[src/hw/rtl/assert_macros.svh]
// assertion macros shared by the window statistics rtl
// expects clk and rst_n in the scope of each use
`ifndef ASSERT_MACROS_SVH
`define ASSERT_MACROS_SVH

// same-cycle implication
`define AWS_ASSERT_NOW(label, ante, cons, msg) \
    label: assert property (@(posedge clk) disable iff (!rst_n) (ante) |-> (cons)) \
        else $error(msg);

// next-cycle implication
`define AWS_ASSERT_NEXT(label, ante, cons, msg) \
    label: assert property (@(posedge clk) disable iff (!rst_n) (ante) |=> (cons)) \
        else $error(msg);

`endif

[src/hw/rtl/aws_pkg.sv]
// types and constants for the converter window statistics block
// used by aws_ctrl, aws_dp and adc_window_statistics
package aws_pkg;

    localparam int SAMPLE_W   = 10;
    localparam int MAX_WINDOW = 1024;
    localparam int CNT_W      = $clog2(MAX_WINDOW + 1);
    localparam int SUM_W      = SAMPLE_W + $clog2(MAX_WINDOW);
    localparam int VREF_W     = 16;
    localparam int FS_W       = 10;
    localparam int BAR_W      = 8;
    localparam int MV_W       = 16;

    localparam int DIV_W      = SAMPLE_W + VREF_W;
    localparam int DVS_W      = CNT_W;
    localparam int STEP_W     = $clog2(DIV_W);

    localparam int CFG_ADDR_W = 2;
    localparam int CFG_DATA_W = 16;
    localparam int IN_DATA_W  = 16;
    localparam int OUT_DATA_W = 64;

    localparam logic [CFG_ADDR_W-1:0] REG_WINDOW_LEN = 2'd0;
    localparam logic [CFG_ADDR_W-1:0] REG_VREF_MV    = 2'd1;
    localparam logic [CFG_ADDR_W-1:0] REG_FULL_SCALE = 2'd2;
    localparam logic [CFG_ADDR_W-1:0] REG_BAR_WIDTH  = 2'd3;

    localparam logic [CNT_W-1:0]  WINDOW_LEN_RST = 11'd50;
    localparam logic [VREF_W-1:0] VREF_RST       = 16'd3300;
    localparam logic [FS_W-1:0]   FS_RST         = 10'd1023;
    localparam logic [BAR_W-1:0]  BAR_RST        = 8'd40;

    typedef logic [1:0] div_src_t;
    localparam div_src_t SRC_AVG = 2'd0;
    localparam div_src_t SRC_MV  = 2'd1;
    localparam div_src_t SRC_BAR = 2'd2;

    typedef struct packed {
        logic     acc;
        logic     div_load;
        div_src_t div_src;
        logic     div_step;
        logic     cap_avg;
        logic     cap_mv;
        logic     cap_bar;
        logic     out_load;
    } aws_cmd_t;

    typedef struct packed {
        logic close_hit;
        logic out_free;
    } aws_sts_t;

endpackage

[src/hw/rtl/aws_ctrl.sv]
// sequencer for the window statistics block: sample accept, division steps and result load
// depends on aws_pkg and assert_macros.svh
`include "assert_macros.svh"

module aws_ctrl (
    input  logic              clk,
    input  logic              rst_n,
    input  logic              in_valid,
    output logic              in_ready,
    input  aws_pkg::aws_sts_t sts,
    output aws_pkg::aws_cmd_t cmd
);
    import aws_pkg::*;

    localparam logic [2:0] S_IDLE    = 3'd0;
    localparam logic [2:0] S_LD_AVG  = 3'd1;
    localparam logic [2:0] S_DIV_AVG = 3'd2;
    localparam logic [2:0] S_LD_MV   = 3'd3;
    localparam logic [2:0] S_DIV_MV  = 3'd4;
    localparam logic [2:0] S_LD_BAR  = 3'd5;
    localparam logic [2:0] S_DIV_BAR = 3'd6;
    localparam logic [2:0] S_DONE    = 3'd7;

    localparam logic [STEP_W-1:0] STEP_LAST = STEP_W'(DIV_W - 1);

    logic [2:0]        state_reg;
    logic [2:0]        state_next;
    logic [STEP_W-1:0] step_reg;
    logic [STEP_W-1:0] step_next;
    logic              last_step;

    assign last_step = (step_reg == STEP_LAST);

    always_comb
    begin
        state_next   = state_reg;
        step_next    = step_reg;
        in_ready     = 1'b0;
        cmd          = '0;
        cmd.div_src  = SRC_AVG;
        case (state_reg)
            S_IDLE:
            begin
                in_ready = 1'b1;
                if (in_valid)
                begin
                    cmd.acc = 1'b1;
                    if (sts.close_hit)
                    begin
                        state_next = S_LD_AVG;
                    end
                end
            end
            S_LD_AVG:
            begin
                cmd.div_load = 1'b1;
                cmd.div_src  = SRC_AVG;
                step_next    = '0;
                state_next   = S_DIV_AVG;
            end
            S_DIV_AVG:
            begin
                cmd.div_step = 1'b1;
                step_next    = step_reg + 1'b1;
                if (last_step)
                begin
                    cmd.cap_avg = 1'b1;
                    state_next  = S_LD_MV;
                end
            end
            S_LD_MV:
            begin
                cmd.div_load = 1'b1;
                cmd.div_src  = SRC_MV;
                step_next    = '0;
                state_next   = S_DIV_MV;
            end
            S_DIV_MV:
            begin
                cmd.div_step = 1'b1;
                step_next    = step_reg + 1'b1;
                if (last_step)
                begin
                    cmd.cap_mv = 1'b1;
                    state_next = S_LD_BAR;
                end
            end
            S_LD_BAR:
            begin
                cmd.div_load = 1'b1;
                cmd.div_src  = SRC_BAR;
                step_next    = '0;
                state_next   = S_DIV_BAR;
            end
            S_DIV_BAR:
            begin
                cmd.div_step = 1'b1;
                step_next    = step_reg + 1'b1;
                if (last_step)
                begin
                    cmd.cap_bar = 1'b1;
                    state_next  = S_DONE;
                end
            end
            S_DONE:
            begin
                if (sts.out_free)
                begin
                    cmd.out_load = 1'b1;
                    state_next   = S_IDLE;
                end
            end
            default:
            begin
                state_next = S_IDLE;
            end
        endcase
    end

    always_ff @(posedge clk or negedge rst_n)
    begin
        if (!rst_n)
        begin
            state_reg <= S_IDLE;
            step_reg  <= '0;
        end
        else
        begin
            state_reg <= state_next;
            step_reg  <= step_next;
        end
    end

    `AWS_ASSERT_NEXT(a_close_starts_avg, cmd.acc && sts.close_hit, state_reg == S_LD_AVG, "window close did not start the average")
    `AWS_ASSERT_NOW(a_load_needs_room, cmd.out_load, sts.out_free, "result loaded over a pending transfer")
    `AWS_ASSERT_NOW(a_step_in_range, cmd.div_step, step_reg <= STEP_LAST, "division step counter overran")

endmodule

[src/hw/rtl/aws_dp.sv]
// datapath: config registers, running min/max/sum/count, shared divider, result register
// depends on aws_pkg and assert_macros.svh
`include "assert_macros.svh"

module aws_dp (
    input  logic                               clk,
    input  logic                               rst_n,
    input  logic                               cfg_we,
    input  logic [aws_pkg::CFG_ADDR_W-1:0]     cfg_addr,
    input  logic [aws_pkg::CFG_DATA_W-1:0]     cfg_wdata,
    input  logic [aws_pkg::SAMPLE_W-1:0]       sample,
    input  aws_pkg::aws_cmd_t                  cmd,
    output aws_pkg::aws_sts_t                  sts,
    output logic                               out_valid,
    input  logic                               out_ready,
    output logic [aws_pkg::OUT_DATA_W-1:0]     out_data
);
    import aws_pkg::*;

    logic [CNT_W-1:0]    window_len_reg;
    logic [VREF_W-1:0]   vref_reg;
    logic [FS_W-1:0]     fs_reg;
    logic [BAR_W-1:0]    bar_reg;

    logic [CNT_W-1:0]    count_reg;
    logic [SAMPLE_W-1:0] min_reg;
    logic [SAMPLE_W-1:0] max_reg;
    logic [SUM_W-1:0]    sum_reg;

    logic [DIV_W-1:0]    quo_reg;
    logic [DIV_W-1:0]    quo_next;
    logic [DVS_W-1:0]    rem_reg;
    logic [DVS_W-1:0]    rem_next;
    logic [DVS_W-1:0]    dvs_reg;
    logic [DVS_W:0]      shifted;
    logic                ge;

    logic [SAMPLE_W-1:0] avg_reg;
    logic [MV_W-1:0]     mv_reg;
    logic [BAR_W-1:0]    bar_len_reg;

    logic                out_valid_reg;
    logic [SAMPLE_W-1:0] o_min_reg;
    logic [SAMPLE_W-1:0] o_max_reg;
    logic [SAMPLE_W-1:0] o_avg_reg;
    logic [MV_W-1:0]     o_mv_reg;
    logic [SAMPLE_W-1:0] o_p2p_reg;
    logic [BAR_W-1:0]    o_bar_reg;

    logic [CNT_W-1:0]    count_inc;
    logic [CNT_W-1:0]    len_eff;
    logic [FS_W-1:0]     fs_eff;
    logic [VREF_W-1:0]   mul_b;
    logic [DIV_W-1:0]    product;
    logic [DIV_W-1:0]    load_dividend;
    logic [DVS_W-1:0]    load_divisor;

    // window length and full scale guards
    always_comb
    begin
        if (window_len_reg == '0)
        begin
            len_eff = CNT_W'(1);
        end
        else if (window_len_reg > CNT_W'(MAX_WINDOW))
        begin
            len_eff = CNT_W'(MAX_WINDOW);
        end
        else
        begin
            len_eff = window_len_reg;
        end
    end

    assign fs_eff        = (fs_reg == '0) ? FS_W'(1) : fs_reg;
    assign count_inc     = count_reg + 1'b1;
    assign sts.close_hit = (count_inc >= len_eff);
    assign sts.out_free  = !out_valid_reg || out_ready;

    // one shared multiplier for both scalings
    assign mul_b   = (cmd.div_src == SRC_MV) ? vref_reg : VREF_W'(bar_reg);
    assign product = DIV_W'(avg_reg) * DIV_W'(mul_b);

    always_comb
    begin
        case (cmd.div_src)
            SRC_AVG:
            begin
                load_dividend = DIV_W'(sum_reg);
                load_divisor  = count_reg;
            end
            SRC_MV, SRC_BAR:
            begin
                load_dividend = product;
                load_divisor  = DVS_W'(fs_eff);
            end
            default:
            begin
                load_dividend = '0;
                load_divisor  = DVS_W'(1);
            end
        endcase
    end

    // restoring divider, one quotient bit per step
    assign shifted  = {rem_reg, quo_reg[DIV_W-1]};
    assign ge       = (shifted >= {1'b0, dvs_reg});
    assign rem_next = ge ? DVS_W'(shifted - {1'b0, dvs_reg}) : shifted[DVS_W-1:0];
    assign quo_next = {quo_reg[DIV_W-2:0], ge};

    always_ff @(posedge clk)
    begin
        if (cmd.div_load)
        begin
            quo_reg <= load_dividend;
            rem_reg <= '0;
            dvs_reg <= load_divisor;
        end
        else if (cmd.div_step)
        begin
            quo_reg <= quo_next;
            rem_reg <= rem_next;
        end
        if (cmd.cap_avg)
        begin
            avg_reg <= quo_next[SAMPLE_W-1:0];
        end
        if (cmd.cap_mv)
        begin
            mv_reg <= (|quo_next[DIV_W-1:MV_W]) ? '1 : quo_next[MV_W-1:0];
        end
        if (cmd.cap_bar)
        begin
            bar_len_reg <= (quo_next > DIV_W'(bar_reg)) ? bar_reg : quo_next[BAR_W-1:0];
        end
        if (cmd.out_load)
        begin
            o_min_reg <= min_reg;
            o_max_reg <= max_reg;
            o_avg_reg <= avg_reg;
            o_mv_reg  <= mv_reg;
            o_p2p_reg <= max_reg - min_reg;
            o_bar_reg <= bar_len_reg;
        end
    end

    always_ff @(posedge clk or negedge rst_n)
    begin
        if (!rst_n)
        begin
            window_len_reg <= WINDOW_LEN_RST;
            vref_reg       <= VREF_RST;
            fs_reg         <= FS_RST;
            bar_reg        <= BAR_RST;
        end
        else if (cfg_we)
        begin
            case (cfg_addr)
                REG_WINDOW_LEN: window_len_reg <= cfg_wdata[CNT_W-1:0];
                REG_VREF_MV:    vref_reg       <= cfg_wdata[VREF_W-1:0];
                REG_FULL_SCALE: fs_reg         <= cfg_wdata[FS_W-1:0];
                REG_BAR_WIDTH:  bar_reg        <= cfg_wdata[BAR_W-1:0];
                default:        ;
            endcase
        end
    end

    // running window state, restarted when the result is loaded
    always_ff @(posedge clk or negedge rst_n)
    begin
        if (!rst_n)
        begin
            count_reg <= '0;
            min_reg   <= '1;
            max_reg   <= '0;
            sum_reg   <= '0;
        end
        else if (cmd.out_load)
        begin
            count_reg <= '0;
            min_reg   <= '1;
            max_reg   <= '0;
            sum_reg   <= '0;
        end
        else if (cmd.acc)
        begin
            count_reg <= count_inc;
            sum_reg   <= sum_reg + SUM_W'(sample);
            if (sample < min_reg)
            begin
                min_reg <= sample;
            end
            if (sample > max_reg)
            begin
                max_reg <= sample;
            end
        end
    end

    always_ff @(posedge clk or negedge rst_n)
    begin
        if (!rst_n)
        begin
            out_valid_reg <= 1'b0;
        end
        else if (cmd.out_load)
        begin
            out_valid_reg <= 1'b1;
        end
        else if (out_ready)
        begin
            out_valid_reg <= 1'b0;
        end
    end

    assign out_valid = out_valid_reg;
    assign out_data  = {o_bar_reg, o_p2p_reg, o_mv_reg, o_avg_reg, o_max_reg, o_min_reg};

    `AWS_ASSERT_NOW(a_min_below_max, count_reg != '0, min_reg <= max_reg, "running min above running max")
    `AWS_ASSERT_NOW(a_count_bound, 1'b1, count_reg <= CNT_W'(MAX_WINDOW), "sample count beyond window limit")
    `AWS_ASSERT_NEXT(a_restart, cmd.out_load, (count_reg == '0) && (sum_reg == '0) && out_valid_reg, "window not restarted on result load")

endmodule

[src/hw/rtl/adc_window_statistics.sv]
// top level of the converter window statistics block
// depends on aws_pkg, aws_ctrl and aws_dp
//
// channel  dir  signals                      contents
// s_axis   in   tvalid tready tdata[15:0]    one converter sample
// m_axis   out  tvalid tready tdata[63:0]    one statistics result per window
// cfg      in   cfg_we cfg_addr cfg_wdata    window_len, vref_mv, full_scale, bar scale
//
// a sample that does not close its window leaves the sequencer idle and ready for the next one
// a closing sample starts three passes of the one-bit-per-cycle restoring divider (average,
// millivolts, bar length), then the result is loaded into the output register
// input is held off during those passes and while a finished result waits for a free output
// rst_n clears the control state and restores the register reset values
module adc_window_statistics (
    input  logic                           clk,
    input  logic                           rst_n,
    input  logic                           cfg_we,
    input  logic [aws_pkg::CFG_ADDR_W-1:0] cfg_addr,
    input  logic [aws_pkg::CFG_DATA_W-1:0] cfg_wdata,
    input  logic                           s_axis_tvalid,
    output logic                           s_axis_tready,
    // [9:0] sample, [15:10] zero
    input  logic [aws_pkg::IN_DATA_W-1:0]  s_axis_tdata,
    output logic                           m_axis_tvalid,
    input  logic                           m_axis_tready,
    // [9:0] window_min, [19:10] window_max, [29:20] window_avg,
    // [45:30] avg_millivolts, [55:46] peak_to_peak, [63:56] bar_length
    output logic [aws_pkg::OUT_DATA_W-1:0] m_axis_tdata
);
    import aws_pkg::*;

    aws_cmd_t cmd;
    aws_sts_t sts;

    aws_ctrl u_ctrl (
        .clk      (clk),
        .rst_n    (rst_n),
        .in_valid (s_axis_tvalid),
        .in_ready (s_axis_tready),
        .sts      (sts),
        .cmd      (cmd)
    );

    aws_dp u_dp (
        .clk       (clk),
        .rst_n     (rst_n),
        .cfg_we    (cfg_we),
        .cfg_addr  (cfg_addr),
        .cfg_wdata (cfg_wdata),
        .sample    (s_axis_tdata[SAMPLE_W-1:0]),
        .cmd       (cmd),
        .sts       (sts),
        .out_valid (m_axis_tvalid),
        .out_ready (m_axis_tready),
        .out_data  (m_axis_tdata)
    );

endmodule

[config.mk]
export PLATFORM = sky130hd
export DESIGN_NAME = adc_window_statistics
export DESIGN_NICKNAME = d
export VERILOG_FILES = /design/src/hw/rtl/aws_pkg.sv /design/src/hw/rtl/aws_ctrl.sv /design/src/hw/rtl/aws_dp.sv /design/src/hw/rtl/adc_window_statistics.sv
export VERILOG_INCLUDE_DIRS = /design/src /design/src/hw/rtl
export SDC_FILE = /design/constraint.sdc
export NUM_CORES = 1
export LEC_CHECK = 0
export BUFFER_PORTS_ARGS = -buffer_cell sky130_fd_sc_hd__buf_4
export CORE_ASPECT_RATIO = 0.5
export CORE_MARGIN = 3
export CORE_UTILIZATION = 35
export DETAILED_ROUTE_END_ITERATION = 6
export GPL_TIMING_DRIVEN = 0
export PLACE_DENSITY = 0.63
export SYNTH_ARGS = -nofsm -noshare
export SYNTH_HDL_FRONTEND = slang
export SYNTH_HIERARCHICAL = 1
export SYNTH_SLANG_ARGS = --single-unit
[constraint.sdc]
create_clock -name clk -period 6.6 [get_ports clk]
set_input_delay 0.33 -clock clk [delete_from_list [all_inputs] [get_ports clk]]
set_output_delay 0.33 -clock clk [all_outputs]
set_load 0.005 [all_outputs]
# --- Word-level counts from Yosys, hierarchy flattened ---
# Index checks and enable logic that the tools add are counted.
word_totals:
  register_bits: 251
  in_bits: 39
  out_inout_bits: 66
classes:
  add_sub_neg: 5
  n_mul: 1
  magnitude_cmp: 6
  eq_ne: 19
  muxes: 41
  n_reduce_logical: 24
op_table:
  columns: ["operator", "count"]
  rows:
  - ["2-to-1 mux 10 bit", 7]
  - ["2-to-1 mux 11 bit", 5]
  - ["2-to-1 mux 26 bit", 2]
  - ["case mux 26 bit (2 select lines)", 1]
  - ["2-to-1 mux 20 bit", 2]
  - ["greater-than comparator 26 x 8 -> 1 bit", 1]
  - ["multiplier 10 x 16 -> 26 bit", 1]
  - ["case mux 3 bit (8 select lines)", 1]
  - ["case mux 11 bit (2 select lines)", 1]
  - ["adder 20 x 10 -> 20 bit", 1]
  - ["2-to-1 mux 3 bit", 6]
  - ["2-to-1 mux 16 bit", 1]
  - ["equality test 3 bit (second input constant)", 4]
  - [">= comparator 12 x 11 -> 1 bit", 1]
  - ["2-to-1 mux 1 bit", 12]
  - ["AND reduction 2 bit", 6]
  - ["nonzero test 2 bit", 6]
  - ["adder 11 x 1 -> 11 bit (second input constant)", 1]
  - [">= comparator 11 bit", 1]
  - ["greater-than comparator 11 bit (second input constant)", 1]
  - ["logical NOT 11 bit", 1]
  - ["subtractor 11 bit", 1]
  - ["greater-than comparator 10 bit", 1]
  - ["logical NOT 10 bit", 1]
  - ["other kinds (21)", 31]

# --- Logic depth before layout (Yosys ltp) ---
depth:
  depth_word: 7
  mapped_depth: 28
  ltp_nobuf: 25

# --- Hierarchy ---
# Netlist, hierarchy kept.
modules_own_cells:
  columns: ["mod", "instances", "cells_each", "area_each_um2", "seq_area_each_um2"]
  rows:
  - ["aws_dp", 1, 1590, 16995.0, 6740.2]
  - ["aws_ctrl", 1, 53, 504.2, 200.2]

# --- Least setup slack after synthesis ---
# Ideal clock, no wire load.
synth_timing:
  path_kind: "register -> register"
  start: "reg u_ctrl.state_reg[2]"
  end: "reg u_dp.sum_reg[15]"
  setup_ns: 0.132
  t_arrival_ns: 6.526
  t_required_ns: 6.468
  slack_ns: -0.057
  path_stages_with_launch: 11
  n_path_buf: 2
  cell_sequence: "dfrtp_1 > buf_2 > nand2_1 > nor3_1 > clkbuf_1 > o21a_1 > nand2_1 > o31ai_1 > nand3_1 > xor2_1 > nor2_1"
synth_rtl:
  columns: ["element", "line", "source"]
  rows:
  - ["start: declaration", "aws_ctrl.sv:26", "logic [2:0] state_reg;"]
  - ["start signal: assignment", "aws_ctrl.sv:129", "state_reg <= state_next;"]
  - ["end signal: assignment", "aws_dp.sv:188", "sum_reg <= sum_reg + SUM_W'(sample);"]
  - ["end: declaration", "aws_dp.sv:28", "logic [SUM_W-1:0] sum_reg;"]

==> out/metrics.csv <==
metric,value,unit
hold_slack,30.3,ps
place_congestion,0.856,
core-area,48900,sq um
final_antenna_net_count,0,
dp_cells,2397,
portBuffers,98,
p_sw,2.50,mW
tightest_slew,1070,ps
min_path_cells,2,
crit_path_end_kind,flop,
fin_crit_sh,1.00,
layout_commonest_cell,inv_1,
nets,2110,
rows,57,
fin_setup_tns,-9.39,ps
cts_sinks,251,
clock_skew,13.0,ps
slew_violations,0,
largest_reg_flops,26,
cts_tree,done,
power_density,314,nW/um^2
violations,setup timing,
via_per_inst,5.15,
synth.distinct_cells,79,
first_pass_iters,5,
stdcell_count,2493,
setup_viol,1,
remaining_drc_errors,0,
status,finished with violations,
clock_latency,540,ps
syn-instance-count,1643,
grt_max_degree,67,
final_area,21000,sq um
r2r-end,u_dp/quo_reg[21],
ys_ff_latch,251,
async_flop_share,0.418,
cts_buffers,27,
grt_setup_unrepaired,yes,
worstHoldStart,cfg_wdata[13],
drive_gt1_frac,0.213,
grt_pass1_vias,12900,
worstPathRequired,6890,ps
hpwl,34.0,mm
gr-usage-met3,0.0198,
htreeDepth,1,
max_freq,151,MHz
layout_common_cells,"inv_1, nand2_1, edfxtp_1, buf_4, ha_1",
clk_pin_slew,70,ps
placed_area,19200,sq um
use_met2,0.291,
p_seq_frac,0.308,
setup_ws,-9.39,ps
p_clk_frac,0.230,
syn_area_per_cell,10.7,sq um
place_ws,-1620,ps
r2r-start,u_ctrl/state_reg[0],
vias,12800,
fp.dieW,322,um
startpoint_type,flop,
final-hold-violation-count,0,
path_max_fanout,7,
min_period,6610,ps
syn_area,17500,sq um
synth_nets,1930,
grt_antenna_before_repair,0,
grt_pass1_wl,72.8,mm
crit_type,reg -> reg,
die-area,52900,sq um
relSlewSlack,0.288,
r2r_slack,-9,ps
p_comb_frac,0.462,
io_pins,105,
area_growth,20.0,%
synth_edf_count,135,
cts_buffer_depth,3,
p_sw_frac,0.379,
wirelength,45.8,mm
arrival,6900,ps
leakagePower,9.41,nW
initial_core_util,0.358,
die_h,164,um
ir_drop,0.258,mV
grt_overflow,0,
ys_warn_count,6,
worstRegToRegCells,25,
intPower,4.10,mW
synth-main-ff-cell,edfxtp_1,
grt_busiest_layer,met2,
use_met1,0.246,
root_buffer,clkbuf_16,
seq_area_frac_synth,0.397,
whs_endpoint,u_dp/vref_reg[13],
wl_per_cell,18.4,um
grt_usage,0.175,
maxCapViolCount,0,
drtIter0Drc,940,
hold_path_class,in -> reg,
==> synthesized netlist by cell type (10+ instances only) <==
library cell / n / area share
nand2b_1: 14 / 0.0050
xor2_1: 39 / 0.020
a311oi_1: 10 / 0.0050
ha_1: 135 / 0.097
a21o_1: 11 / 0.0047
dfxtp_1: 11 / 0.013
xnor2_1: 33 / 0.017
a221o_1: 11 / 0.0063
nor3b_1: 10 / 0.0043
inv_1: 182 / 0.039
and3_1: 42 / 0.015
o21ai_0: 45 / 0.013
nand4_1: 12 / 0.0043
dfrtp_1: 74 / 0.11
a21oi_1: 46 / 0.013
a211oi_1: 11 / 0.0047
edfxtp_1: 135 / 0.23
nor3_1: 26 / 0.0074
dfstp_2: 31 / 0.047
a22oi_1: 19 / 0.0082
nor2_1: 99 / 0.021
clkbuf_1: 54 / 0.012
nor2b_1: 12 / 0.0043
mux2_2: 53 / 0.034
nand2_1: 157 / 0.034
or2_2: 16 / 0.0057
and2_1: 63 / 0.023
fa_1: 113 / 0.13
mux2i_1: 22 / 0.013
a31oi_1: 15 / 0.0054
nand3_1: 27 / 0.0077
==> power by group through the flow <==
stage	clock, mW	sequential (mW)	combinational [mW]
finish	1.52	2.04	3.05
detailed placement	0	2.06	2.36
global placement	0	2.05	2.33
floorplan	0	1.96	1.80
global route	1.61	2.05	3.36
CTS	1.55	2.03	2.73
==> timing repair <==
item | in CTS | in global routing
gates resized for setup | 68 | 49
hold endpoints to repair | 34 | 0
pin swaps | 40 | 52
gates cloned | 4 | 0
buffers inserted | 35 | 9
hold buffers | 5 | 0
setup endpoints to repair | 21 | 17
==> per-layer routing <==
layer | vias up | wire, um
met5 | - | 0
met1 | 6395 | 21000
met3 | 73 | 2320
li1 | 6038 | -
met4 | 0 | 1130
met2 | 339 | 21400
==> critical path, stage by stage, from the launching register on <==
cell and delay (ps):
dfrtp_1 340, buf_6 100, clkinvlp_4 120, nor3b_4 280, inv_2 90, ha_4 230, buf_6 150, buf_4 140
o21ai_4 280, nand2_2 90, fa_1 480, fa_1 530, inv_1 60, fa_1 520, fa_1 520, inv_1 60
fa_1 540, inv_1 70, ha_4 310, nand3_4 110, nor4_4 370, nor3_4 80, o31ai_4 330, a311oi_2 150
xnor2_1 180, a22o_1 210
==> stage by stage <==
stage | total power, mW | utilization
5_1_grt | 7.02 | 0.429
3_3_place_gp | 4.39 | 0.389
4_1_cts | 6.31 | 0.425
2_1_floorplan | 3.76 | -
3_5_place_dp | 4.42 | 0.393
6_report | 6.60 | 0.429
==> worst max path at each step <==
stage,slack (ps),to,startpoint
after floorplan,30,u_dp/quo_reg[21],u_ctrl/state_reg[2]
after global placement,-1540,u_dp/quo_reg[25],u_ctrl/state_reg[2]
after detailed placement,-1620,u_dp/quo_reg[25],u_ctrl/state_reg[2]
after CTS,-10,u_dp/quo_reg[25],u_ctrl/state_reg[0]
after global routing,-250,u_dp/quo_reg[21],u_ctrl/state_reg[0]
final,-9,u_dp/quo_reg[21],u_ctrl/state_reg[0]
==> kinds of logic (layout without fill, tap and decap cells) <==
| group | Yosys count | in the layout | synth area share |
|---|---|---|---|
| multiplexers | 75 | 75 | 0.0467 |
| AND/OR/NAND/NOR | 514 | 514 | 0.148 |
| adder cells (fa/ha/maj) | 248 | 248 | 0.226 |
| buffers and inverters | 247 | 444 | 0.0552 |
| XOR/XNOR | 72 | 72 | 0.0360 |
| flip-flops | 251 | 251 | 0.397 |
| other | 0 | 1 | 0 |
| AO/OA/AOI/OAI | 236 | 239 | 0.0920 |
==> final cells by class <==
type | count | area [sq um]
diodes | 1 | 2.50
well taps | 649 | 812
flip-flops and latches | 251 | 6940
clock inverters | 13 | 155
repair buffers | 155 | 1320
clock buffers | 36 | 719
inverters | 183 | 691
multi-input cells | 1148 | 10100
fillers | 4645 | 27900
plain buffers | 57 | 308
Power figures use the tool's default switching activity.
